**src/hdl/lsc_pkg.sv**
```systemverilog
// lsc_pkg: sizes, operation codes and shared types of the lottery scheduler
// used by the cell modules, the top level and the port checker
package lsc_pkg;

  // list and cpu sizes
  localparam int READY_DEPTH   = 64;
  localparam int BLOCKED_DEPTH = 16;
  localparam int CPU_COUNT     = 4;

  localparam int TICKETS_PER_TICK = 1000;

  // field widths
  localparam int PID_W = 8;
  localparam int QL_W  = 10;
  localparam int RW_W  = 32;

  // derived widths
  localparam int RCNT_W = $clog2(READY_DEPTH + 1);
  localparam int RIDX_W = $clog2(READY_DEPTH);
  localparam int BCNT_W = $clog2(BLOCKED_DEPTH + 1);
  localparam int BIDX_W = (BLOCKED_DEPTH > 1) ? $clog2(BLOCKED_DEPTH) : 1;
  localparam int CPU_W  = (CPU_COUNT > 1) ? $clog2(CPU_COUNT) : 1;
  localparam int PER_W  = QL_W + $clog2(TICKETS_PER_TICK);
  localparam int TOT_W  = PER_W + RCNT_W;
  localparam int BIT_W  = $clog2(RW_W);

  // operation codes
  localparam logic [2:0] OP_LOAD    = 3'd0;
  localparam logic [2:0] OP_UNBLOCK = 3'd1;
  localparam logic [2:0] OP_TICK    = 3'd2;
  localparam logic [2:0] OP_BLOCK   = 3'd3;
  localparam logic [2:0] OP_EXIT    = 3'd4;

  localparam logic [QL_W-1:0] QUANTUM_RESET = QL_W'(10);

  // control sent to every cell of a chain
  typedef struct packed {
    logic shift;
    logic load;
  } cell_ctl_t;

  // one blocked record
  typedef struct packed {
    logic [PID_W-1:0] pid;
    logic [QL_W-1:0]  left;
  } blk_entry_t;

endpackage

```
**src/hdl/lsc_ready_cell.sv**
```systemverilog
// lsc_ready_cell: one cell of the ready list chain, holds one pid
// depends on lsc_pkg
module lsc_ready_cell (
  input  logic                    clk,
  input  lsc_pkg::cell_ctl_t      ctl,
  input  logic [lsc_pkg::PID_W-1:0] load_pid,
  input  logic [lsc_pkg::PID_W-1:0] next_pid,
  output logic [lsc_pkg::PID_W-1:0] pid
);
  import lsc_pkg::*;

  // load wins over the shift from the upper neighbor
  always_ff @(posedge clk) begin
    if (ctl.load) begin
      pid <= load_pid;
    end else if (ctl.shift) begin
      pid <= next_pid;
    end
  end

endmodule

```
**src/hdl/lsc_blocked_cell.sv**
```systemverilog
// lsc_blocked_cell: one cell of the blocked list chain, holds pid and ticks left
// depends on lsc_pkg
module lsc_blocked_cell (
  input  logic                clk,
  input  lsc_pkg::cell_ctl_t  ctl,
  input  lsc_pkg::blk_entry_t load_entry,
  input  lsc_pkg::blk_entry_t next_entry,
  output lsc_pkg::blk_entry_t entry
);
  import lsc_pkg::*;

  // load wins over the shift from the upper neighbor
  always_ff @(posedge clk) begin
    if (ctl.load) begin
      entry <= load_entry;
    end else if (ctl.shift) begin
      entry <= next_entry;
    end
  end

endmodule

```
**src/hdl/lottery_scheduler_compensation.sv**
```systemverilog
// lottery_scheduler_compensation: top level, sequencer, draw arithmetic and
// the ready and blocked cell chains; depends on lsc_pkg and both cell modules
//
// channel   signals                                   direction
// input     in_valid in_ready operation cpu pid       in
//           random_word
// result    out_valid out_ready out_cpu out_pid       out
//           out_idle
// config    cfg_we cfg_wdata (quantum_ticks)          in
//
// one item at a time; in_ready is high only while the sequencer waits.
// load and ignored codes finish in the idle state; a tick that keeps its process
// passes through the output state. a draw: the multiply states, the bit serial
// modulo over each bit of the random word, then two passes through the ready chain.
// unblock: one pass over the blocked records, entering the copy state for each
// record that adds copies, which adds the ready copies one at a time.
// the lists start empty through their counts, no clearing pass after reset;
// a result waiting on out_ready holds the sequencer in its output state.
module lottery_scheduler_compensation (
  input  logic                       clk,
  input  logic                       rst,
  input  logic                       cfg_we,
  input  logic [lsc_pkg::QL_W-1:0]   cfg_wdata,
  input  logic                       in_valid,
  output logic                       in_ready,
  input  logic [2:0]                 operation,
  input  logic [1:0]                 cpu,
  input  logic [lsc_pkg::PID_W-1:0]  pid,
  input  logic [lsc_pkg::RW_W-1:0]   random_word,
  output logic                       out_valid,
  input  logic                       out_ready,
  output logic [1:0]                 out_cpu,
  output logic [lsc_pkg::PID_W-1:0]  out_pid,
  output logic                       out_idle
);
  import lsc_pkg::*;

  typedef enum logic [3:0] {
    S_IDLE, S_UNBLK, S_COPY, S_MUL1, S_MUL2, S_MOD, S_WALK, S_PURGE, S_OUT
  } state_t;

  state_t state;

  logic [QL_W-1:0]   quantum_ticks;
  logic [RCNT_W-1:0] rcount;
  logic [BCNT_W-1:0] bcount;
  logic [QL_W-1:0]   ql       [CPU_COUNT];
  logic [PID_W-1:0]  run_pid  [CPU_COUNT];
  logic              run_idle [CPU_COUNT];

  logic [CPU_W-1:0]  cur_cpu;
  logic [PID_W-1:0]  cur_pid;
  logic [RW_W-1:0]   rword;
  logic [PER_W-1:0]  per;
  logic [TOT_W-1:0]  dsr;
  logic [TOT_W-1:0]  rem;
  logic [TOT_W-1:0]  acc;
  logic [RCNT_W-1:0] step;
  logic [RCNT_W-1:0] kept;
  logic [PID_W-1:0]  win;
  logic              found;
  logic [BIT_W-1:0]  bit_cnt;
  logic [QL_W-1:0]   copy_left;
  logic              copied;
  logic [BCNT_W-1:0] bstep;
  logic [BCNT_W-1:0] bkept;

  // chain storage
  logic [PID_W-1:0] rpid [READY_DEPTH];
  blk_entry_t       bent [BLOCKED_DEPTH];

  logic [CPU_W-1:0] in_c;
  logic             cpu_ok;
  logic             accept;

  assign in_ready = (state == S_IDLE);
  assign accept   = in_valid && in_ready;
  assign in_c     = cpu[CPU_W-1:0];
  assign cpu_ok   = (int'(cpu) < CPU_COUNT);

  // bit serial modulo step
  logic [TOT_W:0]   rem_sh;
  logic [TOT_W:0]   rem_diff;
  logic [TOT_W-1:0] rem_next;

  always_comb begin
    rem_sh   = {rem, rword[RW_W-1]};
    rem_diff = rem_sh - {1'b0, dsr};
    if (rem_sh >= {1'b0, dsr}) begin
      rem_next = rem_diff[TOT_W-1:0];
    end else begin
      rem_next = rem_sh[TOT_W-1:0];
    end
  end

  // ready chain control
  logic              r_shift;
  logic              r_wr;
  logic [RIDX_W-1:0] r_waddr;
  logic [PID_W-1:0]  r_wdata;
  logic [PID_W-1:0]  r_head;
  logic [RCNT_W-1:0] r_rot;
  logic              r_last;

  assign r_head = rpid[0];
  assign r_rot  = rcount - RCNT_W'(1) - step + kept;
  assign r_last = (step == rcount - RCNT_W'(1));

  always_comb begin
    r_shift = 1'b0;
    r_wr    = 1'b0;
    r_waddr = rcount[RIDX_W-1:0];
    r_wdata = pid;
    case (state)
      S_IDLE: begin
        if (accept && (operation == OP_LOAD) && (rcount < READY_DEPTH)) begin
          r_wr = 1'b1;
        end else if (accept && (operation == OP_TICK) && cpu_ok && !run_idle[in_c]
                     && (ql[in_c] == QL_W'(1)) && (rcount < READY_DEPTH)) begin
          r_wr    = 1'b1;
          r_wdata = run_pid[in_c];
        end
      end
      S_COPY: begin
        r_wr    = (rcount < READY_DEPTH);
        r_wdata = cur_pid;
      end
      S_WALK: begin
        r_shift = 1'b1;
        r_wr    = 1'b1;
        r_waddr = r_rot[RIDX_W-1:0];
        r_wdata = r_head;
      end
      S_PURGE: begin
        r_shift = 1'b1;
        r_wr    = (r_head != win);
        r_waddr = r_rot[RIDX_W-1:0];
        r_wdata = r_head;
      end
      default: ;
    endcase
  end

  // ready cells
  for (genvar i = 0; i < READY_DEPTH; i++) begin : g_ready
    cell_ctl_t ctl;
    assign ctl.shift = r_shift;
    assign ctl.load  = r_wr && (r_waddr == RIDX_W'(i));
    lsc_ready_cell u_cell (
      .clk      (clk),
      .ctl      (ctl),
      .load_pid (r_wdata),
      .next_pid (rpid[(i < READY_DEPTH - 1) ? i + 1 : i]),
      .pid      (rpid[i])
    );
  end

  // blocked chain control
  logic              b_shift;
  logic              b_wr;
  logic [BIDX_W-1:0] b_waddr;
  blk_entry_t        b_wdata;
  blk_entry_t        b_head;
  logic [BCNT_W-1:0] b_rot;
  logic              b_match;
  logic              b_copy;

  assign b_head  = bent[0];
  assign b_rot   = bcount - BCNT_W'(1) - bstep + bkept;
  assign b_match = (b_head.pid == cur_pid);
  assign b_copy  = b_match && !copied && (b_head.left != '0) && (rcount < READY_DEPTH);

  always_comb begin
    b_shift = 1'b0;
    b_wr    = 1'b0;
    b_waddr = bcount[BIDX_W-1:0];
    b_wdata = b_head;
    case (state)
      S_IDLE: begin
        if (accept && (operation == OP_BLOCK) && cpu_ok && !run_idle[in_c]
            && (bcount < BLOCKED_DEPTH)) begin
          b_wr         = 1'b1;
          b_wdata.pid  = run_pid[in_c];
          b_wdata.left = ql[in_c] - QL_W'(1);
        end
      end
      S_UNBLK: begin
        if (!b_copy) begin
          b_shift = 1'b1;
          b_wr    = !b_match;
          b_waddr = b_rot[BIDX_W-1:0];
        end
      end
      default: ;
    endcase
  end

  // blocked cells
  for (genvar j = 0; j < BLOCKED_DEPTH; j++) begin : g_blocked
    cell_ctl_t ctl;
    assign ctl.shift = b_shift;
    assign ctl.load  = b_wr && (b_waddr == BIDX_W'(j));
    lsc_blocked_cell u_cell (
      .clk        (clk),
      .ctl        (ctl),
      .load_entry (b_wdata),
      .next_entry (bent[(j < BLOCKED_DEPTH - 1) ? j + 1 : j]),
      .entry      (bent[j])
    );
  end

  // sequencer, per cpu state and result register
  always_ff @(posedge clk) begin
    if (rst) begin
      state         <= S_IDLE;
      quantum_ticks <= QUANTUM_RESET;
      rcount        <= '0;
      bcount        <= '0;
      out_valid     <= 1'b0;
      for (int c = 0; c < CPU_COUNT; c++) begin
        ql[c]       <= '0;
        run_pid[c]  <= '0;
        run_idle[c] <= 1'b1;
      end
    end else begin
      if (cfg_we) begin
        quantum_ticks <= cfg_wdata;
      end
      if (out_valid && out_ready && (state != S_OUT)) begin
        out_valid <= 1'b0;
      end
      case (state)
        S_IDLE: begin
          if (accept) begin
            cur_cpu <= in_c;
            cur_pid <= pid;
            rword   <= random_word;
            case (operation)
              OP_LOAD: begin
                if (rcount < READY_DEPTH) begin
                  rcount <= rcount + RCNT_W'(1);
                end
              end
              OP_UNBLOCK: begin
                if (bcount != '0) begin
                  bstep  <= '0;
                  bkept  <= '0;
                  copied <= 1'b0;
                  state  <= S_UNBLK;
                end
              end
              OP_TICK: begin
                if (cpu_ok) begin
                  if (run_idle[in_c]) begin
                    state <= S_MUL1;
                  end else begin
                    ql[in_c] <= ql[in_c] - QL_W'(1);
                    if (ql[in_c] == QL_W'(1)) begin
                      if (rcount < READY_DEPTH) begin
                        rcount <= rcount + RCNT_W'(1);
                      end
                      state <= S_MUL1;
                    end else begin
                      state <= S_OUT;
                    end
                  end
                end
              end
              OP_BLOCK: begin
                if (cpu_ok) begin
                  if (!run_idle[in_c]) begin
                    ql[in_c] <= ql[in_c] - QL_W'(1);
                    if (bcount < BLOCKED_DEPTH) begin
                      bcount <= bcount + BCNT_W'(1);
                    end
                  end
                  state <= S_MUL1;
                end
              end
              OP_EXIT: begin
                if (cpu_ok) begin
                  state <= S_MUL1;
                end
              end
              default: ;
            endcase
          end
        end
        // walk the blocked chain once, re-adding copies for matches
        S_UNBLK: begin
          if (b_copy) begin
            copy_left <= b_head.left;
            state     <= S_COPY;
          end else begin
            copied <= 1'b0;
            if (!b_match) begin
              bkept <= bkept + BCNT_W'(1);
            end
            bstep <= bstep + BCNT_W'(1);
            if (bstep == bcount - BCNT_W'(1)) begin
              bcount <= b_match ? bkept : bkept + BCNT_W'(1);
              state  <= S_IDLE;
            end
          end
        end
        S_COPY: begin
          if (rcount < READY_DEPTH) begin
            rcount <= rcount + RCNT_W'(1);
          end
          copy_left <= copy_left - QL_W'(1);
          if ((copy_left == QL_W'(1)) || (rcount >= READY_DEPTH - 1)) begin
            copied <= 1'b1;
            state  <= S_UNBLK;
          end
        end
        // draw: tickets per entry, then modulus; an empty ready list leaves the cpu idle
        S_MUL1: begin
          if (rcount == '0) begin
            run_idle[cur_cpu] <= 1'b1;
            run_pid[cur_cpu]  <= '0;
            state             <= S_OUT;
          end else begin
            per   <= PER_W'(quantum_ticks * TICKETS_PER_TICK);
            state <= S_MUL2;
          end
        end
        S_MUL2: begin
          dsr     <= TOT_W'(TOT_W'(per) * TOT_W'(rcount)) + TOT_W'(1);
          rem     <= '0;
          bit_cnt <= '0;
          state   <= S_MOD;
        end
        S_MOD: begin
          rem     <= rem_next;
          rword   <= rword << 1;
          bit_cnt <= bit_cnt + BIT_W'(1);
          if (bit_cnt == BIT_W'(RW_W - 1)) begin
            step  <= '0;
            kept  <= '0;
            acc   <= TOT_W'(per);
            found <= 1'b0;
            state <= S_WALK;
          end
        end
        // rotate the whole list once, picking the entry whose range holds rem, else the last
        S_WALK: begin
          if (!found && ((rem < acc) || r_last)) begin
            win   <= r_head;
            found <= 1'b1;
          end
          acc <= acc + TOT_W'(per);
          if (r_last) begin
            step  <= '0;
            kept  <= '0;
            state <= S_PURGE;
          end else begin
            step <= step + RCNT_W'(1);
            kept <= kept + RCNT_W'(1);
          end
        end
        // rotate again, dropping every copy of the winner
        S_PURGE: begin
          if (r_head != win) begin
            kept <= kept + RCNT_W'(1);
          end
          step <= step + RCNT_W'(1);
          if (r_last) begin
            rcount            <= (r_head != win) ? kept + RCNT_W'(1) : kept;
            ql[cur_cpu]       <= quantum_ticks;
            run_pid[cur_cpu]  <= win;
            run_idle[cur_cpu] <= 1'b0;
            state             <= S_OUT;
          end
        end
        S_OUT: begin
          if (!out_valid || out_ready) begin
            out_valid <= 1'b1;
            out_cpu   <= 2'(cur_cpu);
            out_pid   <= run_idle[cur_cpu] ? '0 : run_pid[cur_cpu];
            out_idle  <= run_idle[cur_cpu];
            state     <= S_IDLE;
          end
        end
        default: state <= S_IDLE;
      endcase
    end
  end

endmodule

```
**config.mk**
```make
export PLATFORM = sky130hd
export DESIGN_NAME = lottery_scheduler_compensation
export DESIGN_NICKNAME = d
export VERILOG_FILES = /design/src/hdl/lsc_pkg.sv /design/src/hdl/lsc_ready_cell.sv /design/src/hdl/lsc_blocked_cell.sv /design/src/hdl/lottery_scheduler_compensation.sv
export SDC_FILE = /design/constraint.sdc
export NUM_CORES = 2
export LEC_CHECK = 0
export BUFFER_PORTS_ARGS = -buffer_cell sky130_fd_sc_hd__buf_2
export CORE_ASPECT_RATIO = 0.75
export CORE_MARGIN = 2
export CORE_UTILIZATION = 63
export DETAILED_ROUTE_END_ITERATION = 8
export GPL_TIMING_DRIVEN = 1
export PLACE_DENSITY = 0.82
export SETUP_SLACK_MARGIN = 0.05
export SLEW_MARGIN = 20
export SYNTH_ARGS = -nofsm -noshare
export SYNTH_HDL_FRONTEND = slang
export SYNTH_SLANG_ARGS = --single-unit
```
**constraint.sdc**
```tcl
create_clock -name clk -period 6.3 [get_ports clk]
set_input_delay 0.315 -clock clk [delete_from_list [all_inputs] [get_ports clk]]
set_output_delay 0.315 -clock clk [all_outputs]
set_load 0.02 [all_outputs]
```
==> results by group <==
Flow run
  – # Max-Cap Violations: 0

Clocking
  – CTS Buffer Depth: 3
  – H-tree Lvls: 3
  – Clock transition at path regs: 0.06 ns
  – Root Buffer: clkbuf_16
  – CTS sink cnt: 1,099
  – Clock latency on the worst-skew pair: 0.74 ns
  – CTS tree: done
  – CTS buffer count: 103
  – Postcts setup bufs: 0

Routing
  – Vias per Instance: 6.14
  – DR WL/cell: 22.3 um
  – Residual DRC count: 0
  – Initial DRC count: 3,532
  – Antenna Nets Post-Route: 0
  – Pre-antenna DRT Iters: 6
  – Vias: 34,400
  – Final WL: 125,000 um

Logic synthesis
  – Synth Register Bits: 1,099
  – Most common cell in the synthesized netlist: edfxtp_1
  – Synth unique cells: 85
  – Seq/Total Area, Yosys: 56.0%
  – Asr flop ratio synth: 0%
  – Area share of the largest cell type after synthesis: 54.9%
  – Yosys top cell by area: edfxtp_1
  – Synth area leaders: edfxtp_1 (55%), mux2_2 (15%), fa_1 (3.9%)
  – Cell area after synthesis: 58,400 um^2
  – YS warnings: 0
  – Mapped Cells: 4,205
  – Prevailing post-synth register cell: edfxtp_1
  – Synth top cells by count: edfxtp_1 (1,067), mux2_2 (768), nand2_1 (269)
  – Synth Area per Inst: 13.9 um^2
  – Mapped Nets: 4,552
  – EDFF count, synth: 1,067

Timing
  – Worst-Margin Slew: 1.16 ns
  – Slew HR: 22.7%
  – Period utilisation layout: 88.4%
  – Worst Skew: 0.0571 ns
  – Final min period: 5.57 ns
  – Fmax: 0.180 GHz
  – Max Slew Vio Count: 0
  – Hold Fails Final Rpt: 0
  – RSZ-0062 raised after global routing: no
  – Final setup TNS: 0 ns
  – Final Setup Violations: 0

Placed design
  – Gp weighted congestion: 0.875
  – Hpwl dp: 83,000 um
  – Placed cells: 5,359
  – DP Area: 59,600 um^2
  – Number of port buffers: 72

Power and ir drop
  – Worst vdd ir: 0.268 mV
  – LEAKAGE: 23.4 nW
  – PwrDens: 299 nW/um^2

Status
  – Status: finished, final reports clean

GRT
  – Largest net degree at the start of global routing: 65
  – Total gr overflow: 0
  – Gr usage total: 26.3%
  – First-pass GRT wire length: 195,000 um
  – Vias in the first global route: 34,400
  – Initial antenna violation count: 8

Worst hold path
  – Worst min path class: input pin to flip-flop

Die
  – Site row count: 96
  – Height of the chip: 268 um
  – Starting Density: 63.7%
  – Area of the core: 91,600 um^2
  – IO Count: 73
  – Die ar.: 95,100 um^2
  – Die Width: 355 um

Critical path
  – Worst-path cell chain: inv_1 > ha_1 > nor3b_1 > xor2_1 > fa_1 > ha_1 > a21oi_1 > xor2_1 > nand3_1 > a21oi_2 > or2_2
  – Req. time, crit path: 6.68 ns
  – Worst path max stage delay: 0.84 ns
  – Crit-path slowest cell: nand3_1
  – Worst setup SP type: flip-flop
  – Worst setup path class: flip-flop to flip-flop
  – Max FO, Critical Path: 12
  – Worst Setup End Kind: flip-flop
  – Critical Path AT: 5.95 ns

Finish
  – Design Area, Final: 63,500 um^2
  – Fin cells: 5,597
  – Final net count: 4,637
  – Layout cell share with drive strength beyond 1: 28.1%
  – Layout area overhead: 8.80%
-- cells in the final DEF, fill, tap and decap left out, types with 17 or more instances in the layout --
cell / count
nor2b_1: 29
ha_1: 174
clkbuf_16: 103
dfxtp_1: 32
o21ai_0: 68
mux2i_1: 36
nor2_1: 187
mux4_2: 28
a21oi_4: 24
a21o_1: 33
dlygate4sd3_1: 51
mux2_2: 768
buf_2: 72
nand4_1: 17
and2_1: 144
inv_1: 220
clkbuf_1: 27
buf_4: 59
xor2_1: 51
o21a_1: 18
or2_2: 62
nand3_1: 42
edfxtp_1: 1067
nand2_1: 268
xnor2_1: 91
a21oi_1: 114
fa_1: 113
nand2b_1: 23
and3_1: 35
clkinv_1: 22
o21ai_1: 36
nor3_1: 49
-- power by group --
| group | switching, W | internal, W | total (W) |
|---|---|---|---|
| registers | 0.000258 | 0.00889 | 0.00915 |
| clock network | 0.00280 | 0.00348 | 0.00628 |
| logic | 0.00231 | 0.00126 | 0.00357 |
| total | 0.00536 | 0.0136 | 0.0190 |
-- flip-flops by register name, summed over array words and instances, names as in the netlist, 17 cells and up, named ones only --
signal,flops
g_blocked.u_cell.entry,288
per,17
g_ready.u_cell.pid,512
rem,27
acc,24
ql,40
dsr,24
run_pid,32
rword,32
-- stage by stage --
step           util (%)  worst slack (ns)  hold slack (ns)  total power [W]
6_report           69.3             0.732           0.0487           0.0190
5_1_grt            69.3             0.357           0.0657           0.0197
4_1_cts            69.3             0.828          0.00250           0.0191
3_5_place_dp       65.0             0.846            0.487           0.0128
3_3_place_gp       65.0              1.03            0.465           0.0126
2_1_floorplan         -              1.18            0.414           0.0119
-- final timing paths --
path / to / slack, ns / from / depth (start not counted)
max: g_ready[41].u_cell.pid[5]$_DFFE_PP_ / 0.73 / rcount[1]$_SDFFE_PP0P_ / 11
min: quantum_ticks[8]$_SDFFE_PP0P_ / 0.05 / cfg_we / 3
max reg2reg: g_ready[41].u_cell.pid[5]$_DFFE_PP_ / 0.73 / rcount[1]$_SDFFE_PP0P_ / 11
min reg2reg: out_valid$_SDFF_PP0_ / 0.49 / out_valid$_SDFF_PP0_ / 2
-- metal layers --
metal / GRT usage [%] / routed length [um] / vias up
met5: 0 / 13 / -
met4: 6.73 / 2580 / 2
met3: 5.13 / 10600 / 187
met2: 39.6 / 55400 / 1356
met1: 39.5 / 56000 / 17200
li1: - / - / 15600
-- logic make-up (layout without fill, tap and decap cells) --
group,count (synthesis),in the layout,synth area share (%)
XOR/XNOR,145,145,2.25
adder cells (fa/ha/maj),287,287,7.61
AO/OA/AOI/OAI,454,454,5.59
flip-flops,1099,1099,56.0
buffers and inverters,427,589,3.52
AND/OR/NAND/NOR,944,944,8.10
other,0,5,0
multiplexers,849,849,16.9
-- layout make-up --
| cell class | count | area (um^2) |
|---|---|---|
| multi-input cells | 2679 | 23700 |
| diodes | 5 | 12.5 |
| inverters | 223 | 837 |
| fillers | 5985 | 28100 |
| repair buffers | 184 | 1370 |
| clock inverters | 52 | 676 |
| well taps | 1225 | 1530 |
| clock buffers | 130 | 2680 |
| flip-flops and latches | 1099 | 32700 |
-- critical path: cells and delay by family (launching register included) --
family | cells | cell delay (ns)
adder cells (fa/ha/maj) | 3 | 1.04
AO/OA/AOI/OAI | 2 | 1.04
XOR/XNOR | 2 | 0.90
AND/OR/NAND/NOR | 3 | 1.67
buffers and inverters | 1 | 0.18
flip-flops | 1 | 0.41
-- timing repair --
item / 4_1_cts / 5_1_grt
hold buffers: 51 / 0
resized for setup: 0 / 0
hold endpoints to repair: 51 / 0
No activity file was read; power rests on OpenSTA's default activity.
